==> src/assert_macros.svh <==
// Assertion macros shared by the query unit.
`ifndef ASSERT_MACROS_SVH
`define ASSERT_MACROS_SVH

// Same-cycle implication, checked out of reset.
`define PQS_ASSERT_IMPL(lbl, clk, rst_n, ante, cons) \
    lbl: assert property (@(posedge clk) disable iff (!rst_n) (ante) |-> (cons)) \
        else $error("pqs assertion failed");

// Next-cycle implication, checked out of reset.
`define PQS_ASSERT_NEXT(lbl, clk, rst_n, ante, cons) \
    lbl: assert property (@(posedge clk) disable iff (!rst_n) (ante) |=> (cons)) \
        else $error("pqs assertion failed");

`endif

==> src/pqs_pkg.sv <==
// Types and constants of the point-to-segment query unit.
`default_nettype none
package pqs_pkg;

    localparam int COORD_W   = 16;
    localparam int DIFF_W    = 17;
    localparam int PROD_W    = 34;
    localparam int DOT_W     = 35;
    localparam int MAG_W     = 34;
    localparam int HALF_W    = 17;
    localparam int SQ_W      = 34;
    localparam int TOL_W     = 34;
    localparam int REM_W     = 52;
    localparam int QUO_W     = 18;
    localparam int SR_W      = 76;
    localparam int ST_W      = 56;
    localparam int NCELL     = 18;
    localparam int FRAC_W    = 17;
    localparam int DIST_W    = 20;
    localparam int CFG_IDX_W = 3;
    localparam int CFG_DAT_W = 34;
    localparam logic [FRAC_W-1:0] FRACTION_ONE = 17'd65536;

    typedef enum logic [CFG_IDX_W-1:0] {
        CFG_START_X  = 3'd0,
        CFG_START_Y  = 3'd1,
        CFG_END_X    = 3'd2,
        CFG_END_Y    = 3'd3,
        CFG_ON_TOL   = 3'd4
    } t_pqs_cfg_idx;

    typedef struct packed {
        logic signed [COORD_W-1:0] point_x;
        logic signed [COORD_W-1:0] point_y;
    } t_pqs_in;

    typedef struct packed {
        logic signed [COORD_W-1:0] closest_x;
        logic signed [COORD_W-1:0] closest_y;
        logic signed [COORD_W-1:0] proj_x;
        logic signed [COORD_W-1:0] proj_y;
        logic [FRAC_W-1:0]         fraction;
        logic signed [DIST_W-1:0]  signed_dist;
        logic                      above;
        logic                      below;
        logic                      on_line;
        logic                      in_bounds;
        logic                      degenerate;
    } t_pqs_out;

    // per-item flags carried alongside the cell chain
    typedef struct packed {
        logic neg_x;
        logic neg_y;
        logic dot_le0;
        logic dot_ge_sq;
        logic cross_pos;
        logic cross_neg;
        logic on_line;
        logic in_bnd;
    } t_pqs_side;

endpackage
`default_nettype wire

==> src/pqs_div_cell.sv <==
// One restoring-division cell: resolves one quotient bit per cycle.
`default_nettype none
module pqs_div_cell #(
    parameter int BIT = 0
) (
    input  wire logic                         i_clk,
    input  wire logic [pqs_pkg::REM_W-1:0]    i_rem,
    input  wire logic [pqs_pkg::QUO_W-1:0]    i_quo,
    input  wire logic [pqs_pkg::SQ_W-1:0]     i_den,
    output logic      [pqs_pkg::REM_W-1:0]    o_rem,
    output logic      [pqs_pkg::QUO_W-1:0]    o_quo
);
    logic [pqs_pkg::REM_W-1:0] w_dsh;
    logic [pqs_pkg::REM_W-1:0] r_rem;
    logic [pqs_pkg::QUO_W-1:0] r_quo;

    assign w_dsh = pqs_pkg::REM_W'(i_den) << BIT;

    always_ff @(posedge i_clk) begin
        if (i_rem >= w_dsh) begin
            r_rem <= i_rem - w_dsh;
            r_quo <= i_quo | (pqs_pkg::QUO_W'(1) << BIT);
        end else begin
            r_rem <= i_rem;
            r_quo <= i_quo;
        end
    end

    assign o_rem = r_rem;
    assign o_quo = r_quo;
endmodule
`default_nettype wire

==> config.mk <==
export PLATFORM = sky130hd
export DESIGN_NAME = pqs_div_cell
export DESIGN_NICKNAME = d
export VERILOG_FILES = /design/src/assert_macros.svh /design/src/pqs_pkg.sv /design/src/pqs_div_cell.sv
export SDC_FILE = /design/constraint.sdc
export NUM_CORES = 1
export LEC_CHECK = 0
export BUFFER_PORTS_ARGS = -buffer_cell sky130_fd_sc_hd__buf_2
export CAP_MARGIN = 10
export CORE_MARGIN = 3
export CORE_UTILIZATION = 35
export DETAILED_ROUTE_END_ITERATION = 16
export GPL_ROUTABILITY_DRIVEN = 1
export GPL_TIMING_DRIVEN = 0
export PLACE_DENSITY = 0.7
export SYNTH_ARGS = -nofsm -noshare
export SYNTH_HDL_FRONTEND = slang
export SYNTH_SLANG_ARGS = --single-unit
==> constraint.sdc <==
create_clock -name i_clk -period 4.4 [get_ports i_clk]
set_clock_uncertainty 0.05 [all_clocks]
set_input_delay 1.32 -clock i_clk [delete_from_list [all_inputs] [get_ports i_clk]]
set_output_delay 1.32 -clock i_clk [all_outputs]
set_load 0.005 [all_outputs]
==> impl_summary.md <==
Setup path
The cell that appears most often on the critical path is sky130_fd_sc_hd__a21oi_1. The kind of start point of the critical path is a primary input. STA puts the critical path data required time at 4590 ps. The setup path with the least slack is of type in -> reg. In this design, the stage delay of the slowest critical-path cell is 650 ps.

Data arrives at the worst endpoint at 4410 ps. STA classifies the critical path endpoint as a register. The largest fanout on the critical path is 8.

The critical path goes through buf_2 > ha_1 > clkbuf_1 > a21oi_1 > o21a_1 > nand4b_1 > a21oi_1 > a21oi_1 > o21ai_0 > or4b_2 > xnor2_1. The critical path's slowest cell is sky130_fd_sc_hd__or4b_2.

STA
Setup total negative slack on the finished layout was measured at 0 ps. For the finished layout, the period the worst path requires is 4225 ps. Headroom to the max-slew limit came out at 52.40%. The share of the clock period used by the worst path is 96.03%. The final setup violation count is 0. For the pin with the worst max-slew slack, the measured transition is 708.5 ps.

The final max-slew violation count was 0. Setup repair after global routing left no endpoint under its margin. The final hold violation count came to 0. Static timing analysis puts the maximum clock frequency at 236.7 MHz.

Cells and area
The final-stage net count is 892. The count of placed standard cells in the final layout, fillers left out is 925. After routing the design area is 5866 µm². The layout cell share with drive strength beyond 1 is 27.48%. The fraction of the core area covered by cells at the end of the flow is 47.84%. The repair_antennas step left the layout with diodes totalling 0.

From synthesis to final layout, the design area changed by 31.43%.

Power and ir drop
The completed layout was analyzed and its total power is 2.034 mW. In this run the static leakage power is 2.676 nW. VDD sags by at most 0.1580 mV. Dividing total power by cell area gives a power density of 346.8 nW/µm².

Yosys
The predominant post-synthesis flop cell is sky130_fd_sc_hd__dfxtp_1. By area the synthesized netlist is led by sky130_fd_sc_hd__dfxtp_1 31%, sky130_fd_sc_hd__ha_1 9.5%, sky130_fd_sc_hd__o21ai_0 7.2%. The cell type contributing the most total cell area after synthesis is sky130_fd_sc_hd__dfxtp_1. The post-synthesis average cell area is 7.899 µm². The cell count after synthesis came out at 565.

The synthesized design devotes to its leading area cell type 31.40% of total area. By instance count, the leading cell after synthesis is sky130_fd_sc_hd__nand2_1. The share of async-settable or async-resettable flops after synthesis is 0%.

In this run, distinct cell masters in the synthesized netlist total 56. The warning count from the yosys run is 0. Sorting the synthesized cells by how often they occur yields 73 x sky130_fd_sc_hd__nand2_1, 70 x sky130_fd_sc_hd__dfxtp_1, 64 x sky130_fd_sc_hd__o21ai_0. After synthesis the cells add up to 4463 µm². The fraction of the yosys area taken by sequential cells is 31.40%.

The post-synthesis net count is 705. The number of enable flip-flop cells after synthesis is 0. In this run, synthesis produced a sequential element count of 70.

Floorplanning
The chip width is 118.9 µm. The number of rows in the core area is 40. The area of the die is 14140 µm². The number of I/O pins is 175. The core area is 12260 µm². The die extent in y is 118.9 µm. For this configuration, the core starts out at a cell density of 36.40%.

GRT
The total routing resource utilization after global routing is 18.85%. The number of antenna violations at the first check in global routing was 0. The global-route congestion overflow total is 0. The via count of the first global-routing pass was 4597. Entering global routing, the biggest net connects 15 pins.

The first-pass GRT wire length is 21830 µm.

Place
Including well taps, the total number of placed cells is 906. The placer's final routability congestion estimate is 0.9553. The cell area after placement is 5539 µm².

Detailed placement ended at an HPWL of 10570 µm. The count of buffers from port buffering is 173.

Min path
The hold path depth is 1. The path category of the worst min-delay check is in -> reg. The end of the worst hold path is o_quo[3]. The startpoint of the lowest-slack hold path is i_quo[3].

Detailed routing
In the routed layout, each cell is associated on average with a via count of 5.034. The number of iterations in the first detailed-routing pass is 5. The final route contains 4656 vias. The routed length per placed instance is 14.22 µm. The number of nets still failing antenna checks after routing is 0. For this run, design rule violations remaining after detail routing come to 0. The first routing iteration left 228 violations. After detailed routing, the total wire length is 13150 µm.

Clocking
The clock tree from TritonCTS is done. The buffer levels on the longest clock path is 2. The root buffer cell chosen for the clock tree is sky130_fd_sc_hd__clkbuf_16. The count of buffers added by post-CTS timing repair for setup is 0. The number of sinks driven by the clock tree is 70. The count of instances resized after the clock tree is built is 0.

The clock transition at the register clock pins on the worst setup and hold paths after CTS is 60 ps. In this run, CTS created clock tree buffers numbering 9. The H-tree generated during clock tree synthesis spans 3 levels. Buffers inserted to repair hold after CTS numbered 0.

Run status
The flow ran to the end, and the final reports show no timing, DRC or antenna violations.

Run
The number of maximum-capacitance constraint violations is 0.
## where the power goes
part           internal [mW]  switching, mW  leakage (nW)
Combinational          0.244          0.301          1.93
Clock                  0.446          0.297         0.151
Sequential             0.726         0.0198         0.590
Total                   1.42          0.619          2.68
## stage by stage
step / setup slack [ps] / hold WS [ps]
finish: 174.9 / 1023
global route: 2.035 / 1010
CTS: 193.4 / 1011
detailed placement: -175.0 / 1374
global placement: -147.1 / 1372
floorplan: 486.9 / 1298
## layer usage
| metal | share of wire (%) | vias up | GRT usage (%) |
|---|---|---|---|
| li1 | - | 2379 | - |
| met1 | 44 | 2087 | 24.10 |
| met2 | 46 | 173 | 30.87 |
| met3 | 8.2 | 17 | 5.271 |
| met4 | 1.5 | 0 | 5.793 |
| met5 | 0 | - | 0 |
## worst max path at each step
| stage | startpoint | depth (start not counted) | end |
|---|---|---|---|
| finish | i_rem[9] | 11 | o_rem[38] |
| global route | i_rem[9] | 11 | o_rem[38] |
| CTS | i_rem[17] | 10 | o_rem[38] |
| detailed placement | i_rem[17] | 10 | o_rem[38] |
| global placement | i_rem[17] | 10 | o_rem[38] |
| floorplan | i_rem[0] | 10 | o_rem[38] |
## cell usage in the layout, fill, tap and decap left out, drive strengths merged, types with 2 or more instances in the layout
cell and n:
a211oi 6, or4b 2, or4 4, nor2b 2, inv 45, nor4 7, and4 2, dfxtp 70
o21ai 64, buf 182, nand4 16, nand4b 5, o31a 3, nand2 73, o21a 7, clkbuf 29
o211ai 4, nor2 25, nand2b 3, nand3 10, or2 5, a21o 9, a31oi 6, xor2 17
clkinv 2, a2111oi 2, xnor2 32, a21oi 40, ha 34, nor3 12, and3 6, or3 6
and2 4, nor3b 3, o31ai 3
## layout make-up
cell class,instances,area (µm²)
tap,168,210.2
inverter,41,153.9
fill,1220,6396
buffer,26,121.4
clock buffer,9,225.2
clock inverter,7,78.83
timing repair buffer,176,888.4
multi-input combinational,428,2786
sequential,70,1401
## worst max-delay path, delay by kind of cell
family | cells | cell delay, ps
xor gates and xnor gates | 1 | 140
and+or+nand+nor | 2 | 770
adders and majority gates | 1 | 280
AOI/OAI and AO/OA | 5 | 1570
buffers and inverters | 2 | 310
## cells by family after synthesis
kind of cell	count (synthesis)	synth area share, %
buf+inv	67	6.168
xor+xnor	49	9.616
fa+ha+maj	35	9.980
mux	1	0.2243
flops	70	31.40
compound gates	156	21.28
simple gates	187	21.33
## sequential cells by signal (all words and copies together) (netlist names)
| name | flops |
|---|---|
| o_quo | 18 |
| o_rem | 52 |
(Power assumes the default switching activity.)
