File: src/assert_macros.svh
// Assertion macros shared by the query unit.
`ifndef ASSERT_MACROS_SVH
`define ASSERT_MACROS_SVH

// Same-cycle implication, checked out of reset.
`define PQS_ASSERT_IMPL(lbl, clk, rst_n, ante, cons) \
    lbl: assert property (@(posedge clk) disable iff (!rst_n) (ante) |-> (cons)) \
        else $error("pqs assertion failed");

// Next-cycle implication, checked out of reset.
`define PQS_ASSERT_NEXT(lbl, clk, rst_n, ante, cons) \
    lbl: assert property (@(posedge clk) disable iff (!rst_n) (ante) |=> (cons)) \
        else $error("pqs assertion failed");

`endif

File: src/pqs_pkg.sv
// Types and constants of the point-to-segment query unit.
`default_nettype none
package pqs_pkg;

    localparam int COORD_W   = 16;
    localparam int DIFF_W    = 17;
    localparam int PROD_W    = 34;
    localparam int DOT_W     = 35;
    localparam int MAG_W     = 34;
    localparam int HALF_W    = 17;
    localparam int SQ_W      = 34;
    localparam int TOL_W     = 34;
    localparam int REM_W     = 52;
    localparam int QUO_W     = 18;
    localparam int SR_W      = 76;
    localparam int ST_W      = 56;
    localparam int NCELL     = 18;
    localparam int FRAC_W    = 17;
    localparam int DIST_W    = 20;
    localparam int CFG_IDX_W = 3;
    localparam int CFG_DAT_W = 34;
    localparam logic [FRAC_W-1:0] FRACTION_ONE = 17'd65536;

    typedef enum logic [CFG_IDX_W-1:0] {
        CFG_START_X  = 3'd0,
        CFG_START_Y  = 3'd1,
        CFG_END_X    = 3'd2,
        CFG_END_Y    = 3'd3,
        CFG_ON_TOL   = 3'd4
    } t_pqs_cfg_idx;

    typedef struct packed {
        logic signed [COORD_W-1:0] point_x;
        logic signed [COORD_W-1:0] point_y;
    } t_pqs_in;

    typedef struct packed {
        logic signed [COORD_W-1:0] closest_x;
        logic signed [COORD_W-1:0] closest_y;
        logic signed [COORD_W-1:0] proj_x;
        logic signed [COORD_W-1:0] proj_y;
        logic [FRAC_W-1:0]         fraction;
        logic signed [DIST_W-1:0]  signed_dist;
        logic                      above;
        logic                      below;
        logic                      on_line;
        logic                      in_bounds;
        logic                      degenerate;
    } t_pqs_out;

    // per-item flags carried alongside the cell chain
    typedef struct packed {
        logic neg_x;
        logic neg_y;
        logic dot_le0;
        logic dot_ge_sq;
        logic cross_pos;
        logic cross_neg;
        logic on_line;
        logic in_bnd;
    } t_pqs_side;

endpackage
`default_nettype wire

File: src/pqs_sqrt_cell.sv
// One cell of the distance search: decides one bit of round(|cross| / sqrt(sq)).
`default_nettype none
module pqs_sqrt_cell #(
    parameter int BIT = 0
) (
    input  wire logic                         i_clk,
    input  wire logic [pqs_pkg::SR_W-1:0]     i_r,
    input  wire logic [pqs_pkg::ST_W-1:0]     i_t,
    input  wire logic [pqs_pkg::QUO_W-1:0]    i_m,
    input  wire logic [pqs_pkg::SQ_W-1:0]     i_s,
    output logic      [pqs_pkg::SR_W-1:0]     o_r,
    output logic      [pqs_pkg::ST_W-1:0]     o_t,
    output logic      [pqs_pkg::QUO_W-1:0]    o_m
);
    // r = 4c^2 - k^2*s, t = k*s, k = 2m-1; raising m by 2^BIT adds a = 2^(BIT+1) to k
    logic [pqs_pkg::SR_W-1:0] w_t_ext;
    logic [pqs_pkg::SR_W-1:0] w_s_ext;
    logic [pqs_pkg::SR_W-1:0] w_cand;
    logic [pqs_pkg::ST_W-1:0] w_s_t;
    logic [pqs_pkg::SR_W-1:0] r_r;
    logic [pqs_pkg::ST_W-1:0] r_t;
    logic [pqs_pkg::QUO_W-1:0] r_m;

    assign w_t_ext = {{(pqs_pkg::SR_W-pqs_pkg::ST_W){i_t[pqs_pkg::ST_W-1]}}, i_t};
    assign w_s_ext = pqs_pkg::SR_W'(i_s);
    assign w_cand  = i_r - (w_t_ext << (BIT + 2)) - (w_s_ext << (2 * BIT + 2));
    assign w_s_t   = pqs_pkg::ST_W'(i_s) << (BIT + 1);

    always_ff @(posedge i_clk) begin
        if (!w_cand[pqs_pkg::SR_W-1]) begin
            r_r <= w_cand;
            r_t <= i_t + w_s_t;
            r_m <= i_m | (pqs_pkg::QUO_W'(1) << BIT);
        end else begin
            r_r <= i_r;
            r_t <= i_t;
            r_m <= i_m;
        end
    end

    assign o_r = r_r;
    assign o_t = r_t;
    assign o_m = r_m;
endmodule
`default_nettype wire

File: config.mk
export PLATFORM = sky130hd
export DESIGN_NAME = pqs_sqrt_cell
export DESIGN_NICKNAME = d
export VERILOG_FILES = /design/src/assert_macros.svh /design/src/pqs_pkg.sv /design/src/pqs_sqrt_cell.sv
export SDC_FILE = /design/constraint.sdc
export NUM_CORES = 1
export LEC_CHECK = 0
export BUFFER_PORTS_ARGS = -buffer_cell sky130_fd_sc_hd__buf_2
export CAP_MARGIN = 25
export CORE_MARGIN = 2
export CORE_UTILIZATION = 35
export CTS_CLUSTER_SIZE = 28
export DETAILED_ROUTE_END_ITERATION = 10
export GPL_ROUTABILITY_DRIVEN = 0
export PLACE_DENSITY = 0.59
export SYNTH_ARGS = -nofsm -noshare
export SYNTH_HDL_FRONTEND = slang
export SYNTH_SLANG_ARGS = --single-unit
File: constraint.sdc
create_clock -name i_clk -period 8.27 [get_ports i_clk]
set_input_delay 1.2405 -clock i_clk [delete_from_list [all_inputs] [get_ports i_clk]]
set_output_delay 1.2405 -clock i_clk [all_outputs]
set_load 0.03 [all_outputs]
==> impl_metrics.json, run 1 <==
{
  "run_status": "complete, no violations",
  "cts.root.buffer_cell": "clkbuf_16",
  "sw_frac_of_total": 0.454,
  "io_pins": 335,
  "share_of_the_synthesized_area_in_the_top_cell_type": 0.236,
  "floorplan.die.height_um": 195,
  "worstHoldEndpoint": "o_m[13]",
  "layout.filler_cells": 3631,
  "worst_path_class_setup": "in -> reg",
  "max_cap_violations": 0,
  "synth_compound_area_frac": 0.211,
  "antenna_found_initial": 1,
  "via_density_per_instance": 5.17,
  "critPathBufInv": 4,
  "core_area_sq_mm": 0.0357,
  "post-route-cell-area_sq_mm": 0.0153,
  "totalWireLength_um": 39500,
  "first_pass_grt_wire_length_um": 62300,
  "synth_top_family_by_area": "compound AO/OA/AOI/OAI gates",
  "cts_tree": "yes",
  "cts_repair_resize_count": 0,
  "synth_warnings": 0,
  "worst_ir_drop_vdd_mv": 0.151,
  "worst_slew_pin_slew_ps": 766,
  "synthDominantAreaCellType": "dfxtp_1",
  "vias": 12070,
  "synth-adder-area-share": 0.201,
  "detailedPlacementHpwl_um": 32800,
  "cp_cell_sequence": "buf_2 -> inv_1 -> fa_1 -> inv_1 -> ha_1 -> or3_1 -> o221ai_2 -> a211oi_1 -> o211ai_1 -> a31oi_1 -> or2_1 -> o211ai_4 -> buf_4 -> and3_1 -> nand3_1 -> xnor2_1",
  "post_route_total_power_mw": 3.90,
  "pin_count_of_the_biggest_net_entering_global_routing": 122,
  "slew_headroom": 0.483,
  "wp_data_arrival_ps": 5450,
  "timing.final.ws_setup_ps": 3120,
  "comb_power_share": 0.537,
  "critical_path.top_delay_family": "simple AND/OR/NAND/NOR gates",
  "synthTopCellsByCount": "inv_1 (214), dfxtp_1 (150), ha_1 (148)",
  "timing.final.hold_violations": 0,
  "whs_path_depth": 1,
  "total_leakage_power_nw": 7.67,
  "clk_pin_slew_worst_paths_ps": 70,
  "synth_area_per_cell_sq_um": 8.10,
  "die_width_um": 195,
  "numClockSinks": 150,
  "initial_utilization": 0.357,
  "p_seq_frac": 0.263,
  "cts-buffers-inserted": 17,
  "slowest_delay_ps": 570,
  "mappedNetlistNets": 1937,
  "netlist-cell-type-count": 73,
  "cts.htree.levels": 4,
  "crit_path_top_delay_cell": "and3_1",
  "groute.usage.overall": 0.206,
  "drtAntennaViolNets": 0,
  "layout_worst_path_cycle_share": 0.623,
  "critical_path.max_fanout": 49,
  "yosys_register_bits": 150,
  "synthToLayoutAreaGrowth_pct": 20.3,
  "synth_cells": 1569,
  "unrepaired_setup_endpoints_after_global_routing": "no",
  "internal_power_mw": 2.13,
  "seq_area_frac_synth": 0.236,
  "globalRouteOverflowTotal": 0,
  "crit_required_ps": 8570,
  "synth_flop_cell": "dfxtp_1",
  "timing.final.max_slew_violations": 0,
  "async_reset_ff_frac": 0,
  "detailedRoute.firstIterationViolations": 839,
  "ys_top_cells_by_area": "dfxtp_1 (24%), ha_1 (15%), inv_1 (6.3%)",
  "post_detailed_route_drc_marker_count": 0,
  "pre_cts_ws_ps": 2670,
  "peak_clock_frequency_supported_by_timing_ghz": 0.194,
  "critical_path.startpoint_type": "input port",
  "cts.repair_timing.setup_buffer_count": 0,
  "cpMostUsedCell": "inv_1",
  "syn-cell-area_sq_mm": 0.0127,
  "powerDensity_mw_per_mm2": 255,
  "layout.nets": 2228,
  "fin_tns_setup_ps": 0,
  "synth_enable_flop_cells": 0,
  "synthMuxAreaShare": 0.0455,
  "hold_removal_path_class": "in -> reg",
  "drive_gt1_frac": 0.222,
  "cp-end-kind": "flop",
  "finalCriticalPeriod_ps": 5150,
  "synth_xor_area_frac": 0.0840,
  "fp.dieArea_sq_mm": 0.0379,
  "detailed_routing_iterations_pass_1": 8,
  "switching_power_mw": 1.77,
  "placementRows": 69,
  "yosys.cell_count.top_type": "inv_1",
  "hold_start": "i_m[13]",
  "hold_buffers": 0,
  "clock_tree.buffer_depth": 2,
  "power.share.clock": 0.199,
  "setup_violations": 0,
  "cell_area_placed_sq_mm": 0.0147,
  "io_buffers": 334,
  "drt-wirelength-per-cell_um": 16.9,
  "synth_simple_gate_area_frac": 0.138,
  "via_count_of_the_first_global_routing_pass": 11775,
  "cp_num_cells": 16
}
## how the worst max path moves through the flow
| stage | startpoint | endpoint | slack, ps |
|---|---|---|---|
| detailed placement | i_r[4] | o_t[55] | 2670 |
| global route | i_t[12] | o_t[55] | 2790 |
| CTS | i_r[4] | o_t[55] | 3150 |
| finish | i_r[4] | o_t[55] | 3120 |
| floorplan | i_t[8] | o_r[61] | 3770 |
| global placement | i_r[4] | o_t[55] | 2790 |
## cell type report
| type | count | area [sq um] | share of cell area |
|---|---|---|---|
| diodes | 1 | 2.50 | 0.000164 |
| flip-flops and latches | 150 | 3000 | 0.196 |
| clock inverters | 11 | 125 | 0.00818 |
| well taps | 461 | 577 | 0.0377 |
| clock buffers | 20 | 447 | 0.0292 |
| inverters | 214 | 803 | 0.0525 |
| multi-input cells | 1141 | 8640 | 0.565 |
| repair buffers | 336 | 1700 | 0.111 |
## kinds of logic after synthesis
group                    Yosys count
buffers and inverters            278
flip-flops                       150
AO/OA/AOI/OAI                    413
adder cells (fa/ha/maj)          183
multiplexers                      54
AND/OR/NAND/NOR                  369
XOR/XNOR                         122
## registers in the layout, summed over array words and instances (netlist names)
name and flops:
o_m 18, o_r 76, o_t 56
## cell usage in the layout (no fill, tap or decap), drive strengths merged, types with 5 or more instances in the layout
| cell type | netlist | routed |
|---|---|---|
| o21ai | 105 | 105 |
| a21oi | 109 | 109 |
| nor3 | 23 | 23 |
| nor3b | 6 | 6 |
| ha | 148 | 148 |
| a31oi | 19 | 19 |
| inv | 214 | 216 |
| fa | 35 | 35 |
| xor2 | 51 | 51 |
| nor4 | 5 | 5 |
| clkbuf | 47 | 20 |
| a21o | 55 | 55 |
| mux2i | 24 | 24 |
| nor2b | 7 | 7 |
| or2 | 6 | 6 |
| xnor2 | 71 | 71 |
| nand2 | 120 | 120 |
| buf | 17 | 336 |
| o22ai | 5 | 5 |
| nor2 | 85 | 85 |
| nand3 | 36 | 36 |
| a221o | 6 | 6 |
| nand2b | 7 | 7 |
| nand4 | 35 | 35 |
| o21a | 10 | 10 |
| mux2 | 30 | 30 |
| a211oi | 9 | 9 |
| o211ai | 13 | 13 |
| o31ai | 9 | 9 |
| and3 | 13 | 13 |
| a31o | 5 | 5 |
| or3 | 5 | 5 |
| and2 | 11 | 11 |
| dfxtp | 150 | 150 |
| clkinv | 0 | 5 |
| o21bai | 23 | 23 |
| a221oi | 6 | 6 |
## metal layers
| layer | up-vias | part of all wire | track usage |
|---|---|---|---|
| met3 | 47 | 0.063 | 0.0344 |
| met1 | 5566 | 0.46 | 0.275 |
| met4 | 0 | 0.021 | 0.0698 |
| met2 | 453 | 0.46 | 0.338 |
| met5 | - | 0 | 0 |
| li1 | 6004 | - | - |
## power groups by stage
stage,registers [mW],clock network (mW),logic [mW]
finish,1.03,0.778,2.10
global route,1.05,0.826,2.27
CTS,1.03,0.804,2.10
detailed placement,1.04,0,2.09
global placement,1.04,0,2.08
floorplan,1.52,0,0.997
## stage by stage
| stage | utilization | hold WS [ps] | instances |
|---|---|---|---|
| 6_report | 0.429 | 894 | 2334 |
| 4_1_cts | 0.429 | 861 | 2333 |
| 3_3_place_gp | 0.413 | 1340 | 2302 |
| 5_1_grt | 0.429 | 872 | 2334 |
| 2_1_floorplan | - | 1270 | 1569 |
| 3_5_place_dp | 0.413 | 1340 | 2302 |
(Power assumes the default switching activity.)
==> inputs of run 2 (changes only) <==
--- a/config.mk
+++ b/config.mk
@@ -5,6 +5,7 @@
 export SDC_FILE = /design/constraint.sdc
 export NUM_CORES = 1
 export LEC_CHECK = 0
+export ABC_AREA = 1
 export BUFFER_PORTS_ARGS = -buffer_cell sky130_fd_sc_hd__buf_2
 export CAP_MARGIN = 25
 export CORE_MARGIN = 2
==> constraint.sdc (replaced) <==
create_clock -name i_clk -period 4.4 [get_ports i_clk]
set_input_delay 0.66 -clock i_clk [delete_from_list [all_inputs] [get_ports i_clk]]
set_output_delay 0.66 -clock i_clk [all_outputs]
set_load 0.03 [all_outputs]
==> run 2 against run 1 <==
  * Sequential share of layout area is 4.1 points lower
  * Highest routed layer is now met5
  * Critical path depth stayed put
  * Count of clock-buffer cells in the layout unchanged
  * Worst hold slack worse by 630 ps
  * Largest power group unchanged
  * Clock power increased by 100%
  * Largest cell class unchanged
  * Synthesized area grew 29%
  * Utilization shrank 1.3 points
  * Critical endpoint is now o_t[17]
  * Sequential power increased by 83%
  * Non-clock buffer count rose by 7
  * First-iteration DRC count rose by 69%
  * Global-route usage grew 5.6 points
==> impl_metrics.json, run 2 <==
{
  "drtAntennaViolNets": 0,
  "cts_repair_resize_count": 0,
  "antenna_cells_inserted": 0,
  "totalWireLength_um": 63800,
  "seq_area_frac_synth": 0.183,
  "total_leakage_power_nw": 11.8,
  "cts-buffers-inserted": 17,
  "hold_start": "i_m[4]",
  "placementRows": 79,
  "die_width_um": 221,
  "cts.root.buffer_cell": "clkbuf_16",
  "cp-end-kind": "flop",
  "powerDensity_mw_per_mm2": 408,
  "most-common-layout-cells": "nand2_1 (1218), inv_1 (595), buf_2 (334)",
  "critical_path.max_fanout": 30,
  "post-place-cells": 3825,
  "whs_path_depth": 1,
  "cts_tree": "yes",
  "layout.filler_cells": 5256,
  "wp_data_arrival_ps": 3600,
  "finish.cell_count_without_fillers": 3857,
  "hold_removal_path_class": "in -> reg",
  "detailedPlacementHpwl_um": 55800,
  "drive_gt1_frac": 0.119,
  "fin_tns_setup_ps": 0,
  "timing.final.hold_violations": 0,
  "synth_warnings": 0,
  "max_cap_violations": 0,
  "drt-wirelength-per-cell_um": 16.5,
  "vias": 18232,
  "run_status": "complete, no violations",
  "multi_input_comb_area_sq_mm": 0.0109,
  "layout.nets": 3605,
  "hold_buffers": 0,
  "synth_enable_flop_cells": 0,
  "pin_count_of_the_biggest_net_entering_global_routing": 51,
  "io_pins": 335,
  "finalCriticalPeriod_ps": 3180,
  "timing.final.max_slew_violations": 0,
  "timing.final.ws_setup_ps": 1220,
  "numClockSinks": 150,
  "groute.usage.overall": 0.263,
  "cts.htree.levels": 4,
  "clk_pin_slew_worst_paths_ps": 70,
  "first_pass_grt_wire_length_um": 96000,
  "antenna_found_initial": 1,
  "via_count_of_the_first_global_routing_pass": 17229,
  "ys_top_cells_by_area": "nand2_1 (28%), dfxtp_1 (18%), inv_1 (14%)",
  "cell_area_placed_sq_mm": 0.0187,
  "core_area_sq_mm": 0.0465,
  "io_buffers": 334,
  "final-seq-area_sq_mm": 0.00300,
  "worst_slew_pin_slew_ps": 640,
  "synthToLayoutAreaGrowth_pct": 17.8,
  "yosys_register_bits": 150,
  "yosys.cell_count.top_type": "nand2_1",
  "cts.repair_timing.setup_buffer_count": 0,
  "via_density_per_instance": 4.73,
  "post-route-cell-area_sq_mm": 0.0193,
  "slew_headroom": 0.569,
  "synthTopCellsByCount": "nand2_1 (1218), inv_1 (595), nor2_1 (239)",
  "pre_cts_ws_ps": 771,
  "synth_area_per_cell_sq_um": 5.65,
  "fp.dieArea_sq_mm": 0.0486,
  "worst_path_class_setup": "in -> reg",
  "detailed_routing_iterations_pass_1": 5,
  "synth_cells": 2903,
  "async_reset_ff_frac": 0,
  "worst_ir_drop_vdd_mv": 0.369,
  "crit_required_ps": 4820,
  "detailedRoute.firstIterationViolations": 1416,
  "worstHoldEndpoint": "o_m[4]",
  "initial_utilization": 0.353,
  "post_detailed_route_drc_marker_count": 0,
  "netlist-cell-type-count": 31,
  "layout.cells.most_common": "nand2_1",
  "clock_tree.buffer_depth": 2,
  "share_of_the_synthesized_area_in_the_top_cell_type": 0.279,
  "critical_path.startpoint_type": "input port",
  "globalRouteOverflowTotal": 0,
  "setup_violations": 0,
  "mappedNetlistNets": 3271,
  "fraction_of_the_core_area_covered_by_cells_at_the_end_of_the_flow": 0.416,
  "number_of_flip_flops_under_the_largest_register_name": 76,
  "floorplan.die.height_um": 221,
  "peak_clock_frequency_supported_by_timing_ghz": 0.314,
  "synth_flop_cell": "dfxtp_1",
  "unrepaired_setup_endpoints_after_global_routing": "no",
  "synthDominantAreaCellType": "nand2_1",
  "syn-cell-area_sq_mm": 0.0164,
  "layout_worst_path_cycle_share": 0.724
}
-- run 2: cell count changes after synthesis, moves of 44 or more --
cell,before,now
nor2_1,85,239
clkbuf_1,47,0
xnor2_1,71,8
a21o_1,55,6
nand2_1,120,1218
nand3_1,36,124
inv_1,214,595
o21ai_0,101,57
-- run 2: kinds of logic (layout without fill, tap and decap cells) --
family,after synthesis,after routing,synth area share
compound gates,224,224,0.0740
xor+xnor,71,71,0.0379
fa+ha+maj,183,183,0.156
buf+inv,625,972,0.153
flops,150,150,0.183
simple gates,1650,1650,0.397
-- run 2: worst max path at each step --
stage | from | end | slack [ps]
3_3_place_gp | i_t[11] | o_t[17] | 790
5_1_grt | i_t[11] | o_t[14] | 900
3_5_place_dp | i_t[11] | o_t[17] | 770
4_1_cts | i_t[11] | o_t[17] | 1270
2_1_floorplan | i_r[4] | o_t[13] | 1430
6_report | i_t[32] | o_t[17] | 1220
-- run 2: final cells by class --
type,count,share of cell area
clock buffer,20,0.0236
clock inverter,12,0.00855
multi-input combinational,2128,0.565
timing repair buffer,343,0.0926
tap,607,0.0393
sequential,150,0.155
inverter,597,0.116
-- run 2: layer usage --
metal | track usage | wire length [um]
met4 | 0.103 | 2380
met1 | 0.335 | 27200
met2 | 0.441 | 29500
met5 | 0 | 11
met3 | 0.0466 | 4780
-- run 2: power breakdown --
group	leakage, nW	switching (mW)	internal, mW
Sequential	1.26	0.109	1.78
Clock	0.294	0.663	0.928
Combinational	10.3	3.16	1.26
Total	11.8	3.93	3.97
-- run 2: critical path: stages --
cell,delay [ps]
buf_2,150
inv_1,70
fa_1,460
ha_1,390
nand2_2,130
inv_1,50
a21oi_1,190
nand2_1,130
a21oi_1,280
nand3_2,150
nand2_2,100
nand3_1,110
nand2_4,170
buf_4,350
nand2_1,100
nand2_1,90
-- run 2: stage by stage --
stage                     hold WS [ps]  power, mW
final                              268       7.89
after global routing               240       8.48
after CTS                          228       7.95
after detailed placement           764       6.32
after global placement             762       6.31
after floorplan                    688       4.93
==> inputs of run 3 (changes only) <==
--- a/config.mk
+++ b/config.mk
@@ -13,7 +13,7 @@
 export CTS_CLUSTER_SIZE = 28
 export DETAILED_ROUTE_END_ITERATION = 10
 export GPL_ROUTABILITY_DRIVEN = 0
-export PLACE_DENSITY = 0.59
+export PLACE_DENSITY = 0.57
 export SYNTH_ARGS = -nofsm -noshare
 export SYNTH_HDL_FRONTEND = slang
 export SYNTH_SLANG_ARGS = --single-unit
==> constraint.sdc (replaced) <==
create_clock -name i_clk -period 3.1 [get_ports i_clk]
set_input_delay 0.465 -clock i_clk [delete_from_list [all_inputs] [get_ports i_clk]]
set_output_delay 0.465 -clock i_clk [all_outputs]
set_load 0.03 [all_outputs]
==> run 3 against run 2 <==
  * Die area unchanged
  * Sequential power is 43% higher
  * Cell count rose by 8.1%
  * Design area rose by 12%
  * Clock power up 32%
  * Worst hold slack got worse by 200 ps
  * Global-route usage grew 1.2 points
  * Via count increased by 6.7%
  * Critical endpoint is now o_r[32]
  * Largest cell class unchanged
  * Largest power group unchanged
==> impl_metrics.json, run 3 (synthesized netlist as in run 2, its figures left out) <==
{
  "detailedRoute.firstIterationViolations": 1266,
  "post-place-cells": 4138,
  "multi_input_comb_area_sq_mm": 0.0109,
  "floorplan.die.height_um": 221,
  "fp.dieArea_sq_mm": 0.0486,
  "layout.nets": 3918,
  "hold_removal_path_class": "in -> reg",
  "final-seq-area_sq_mm": 0.00300,
  "cts_tree": "yes",
  "timing.final.hold_violations": 0,
  "post_detailed_route_drc_marker_count": 0,
  "internal_power_mw": 6.15,
  "cts-buffers-inserted": 17,
  "power.share.clock": 0.176,
  "core_area_sq_mm": 0.0465,
  "placementRows": 79,
  "initial_utilization": 0.353,
  "globalRouteOverflowTotal": 0,
  "drtAntennaViolNets": 0,
  "drt-wirelength-per-cell_um": 15.9,
  "groute.usage.overall": 0.275,
  "first_pass_grt_wire_length_um": 100000,
  "layout.filler_cells": 5257,
  "detailedPlacementHpwl_um": 58600,
  "cts.htree.levels": 4,
  "cts.root.buffer_cell": "clkbuf_16",
  "drive_gt1_frac": 0.197,
  "peak_clock_frequency_supported_by_timing_ghz": 0.359,
  "timing.final.max_slew_violations": 0,
  "unrepaired_setup_endpoints_after_global_routing": "no",
  "layout.cells.most_common": "nand2_1",
  "synthToLayoutAreaGrowth_pct": 32.1,
  "setup.worst_path.end": "o_r[32]",
  "setup_violations": 0,
  "die_width_um": 221,
  "most-common-layout-cells": "nand2_1 (1218), inv_1 (595), buf_2 (334)",
  "critical_path.startpoint_type": "input port",
  "clk_pin_slew_worst_paths_ps": 70,
  "number_of_flip_flops_under_the_largest_register_name": 76,
  "hold_buffers": 0,
  "clock_tree.buffer_depth": 2,
  "layout_worst_path_cycle_share": 0.898,
  "io_pins": 335,
  "wp_data_arrival_ps": 3220,
  "p_seq_frac": 0.226,
  "via_count_of_the_first_global_routing_pass": 18813,
  "slew_headroom": 0.675,
  "comb_power_share": 0.598,
  "powerDensity_mw_per_mm2": 552,
  "finish.cell_count_without_fillers": 4170,
  "io_buffers": 334,
  "source_of_the_critical_timing_path": "i_t[18]",
  "run_status": "complete, no violations",
  "worst_ir_drop_vdd_mv": 0.753,
  "worst_path_class_setup": "in -> reg",
  "sw_frac_of_total": 0.486,
  "critical_path.max_fanout": 4,
  "detailed_routing_iterations_pass_1": 6,
  "switching_power_mw": 5.81,
  "numClockSinks": 150,
  "post-route-cell-area_sq_mm": 0.0217,
  "finalCriticalPeriod_ps": 2780,
  "antenna_found_initial": 2,
  "total_leakage_power_nw": 13.3,
  "cell_area_placed_sq_mm": 0.0211,
  "cp-end-kind": "flop",
  "crit_required_ps": 3540,
  "totalWireLength_um": 66500,
  "worst_slew_pin_slew_ps": 487,
  "fraction_of_the_core_area_covered_by_cells_at_the_end_of_the_flow": 0.467,
  "vias": 19448,
  "via_density_per_instance": 4.66,
  "max_cap_violations": 0,
  "pin_count_of_the_biggest_net_entering_global_routing": 46
}
==> run 3: through the flow <==
| step | total power [mW] | setup WS, ps | hold WS, ps | TNS (ps) |
|---|---|---|---|---|
| CTS | 12.0 | 318 | 37.8 | 0 |
| detailed placement | 9.88 | -195 | 569 | -20110 |
| floorplan | 6.99 | 327 | 493 | 0 |
| global route | 12.9 | 32.7 | 44.6 | 0 |
| finish | 12.0 | 316 | 70.5 | 0 |
| global placement | 9.87 | -171 | 567 | -16800 |
==> run 3: worst min-delay path by stage <==
stage          startpoint  endpoint  slack [ps]  cells after the start
3_5_place_dp      i_m[10]   o_m[10]         570                      1
3_3_place_gp      i_m[10]   o_m[10]         570                      1
2_1_floorplan     i_m[10]   o_m[10]         490                      0
6_report          i_m[12]   o_m[12]          70                      1
4_1_cts            i_m[8]    o_m[8]          40                      1
5_1_grt           i_m[16]   o_m[16]          40                      1
==> run 3: area by class of cell <==
type | count | area share
Inverter | 597 | 0.103
Clock inverter | 14 | 0.00629
Antenna cell | 1 | 0.000115
Timing Repair Buffer | 656 | 0.194
Sequential cell | 150 | 0.138
Clock buffer | 17 | 0.0196
Multi-Input combinational cell | 2128 | 0.503
Tap cell | 607 | 0.0350
==> run 3: critical path, stage by stage <==
cell	delay (ps)
buf_2	120
inv_1	60
fa_1	490
ha_1	380
nand2_1	140
buf_4	160
nor2_1	180
nand2_1	160
buf_4	160
nor2_1	70
nand2_1	60
nand2_1	280
buf_4	180
xor2_1	180
nand2_1	70
nand2_1	60
==> run 3: power groups by stage <==
stage               sequential, mW  combinational (mW)  clock, mW
finish                        2.70                7.16       2.10
global route                  2.76                7.86       2.24
CTS                           2.71                7.16       2.17
detailed placement            2.75                7.13          0
global placement              2.78                7.10          0
floorplan                     3.92                3.07          0
==> run 3: metal layers <==
layer | share of wire | wire length, um | vias to the layer above | global-route usage
met5 | 0 | 0 | - | 0
met4 | 0.038 | 2520 | 0 | 0.114
met3 | 0.075 | 4990 | 117 | 0.0403
met2 | 0.46 | 30700 | 686 | 0.463
met1 | 0.43 | 28300 | 8600 | 0.352
li1 | - | - | 10045 | -
==> run 3: timing repair <==
action                                  in CTS  in global routing
setup buffers                                0                  0
endpoints found under the setup margin       0                 52
resized for setup                            0                  2
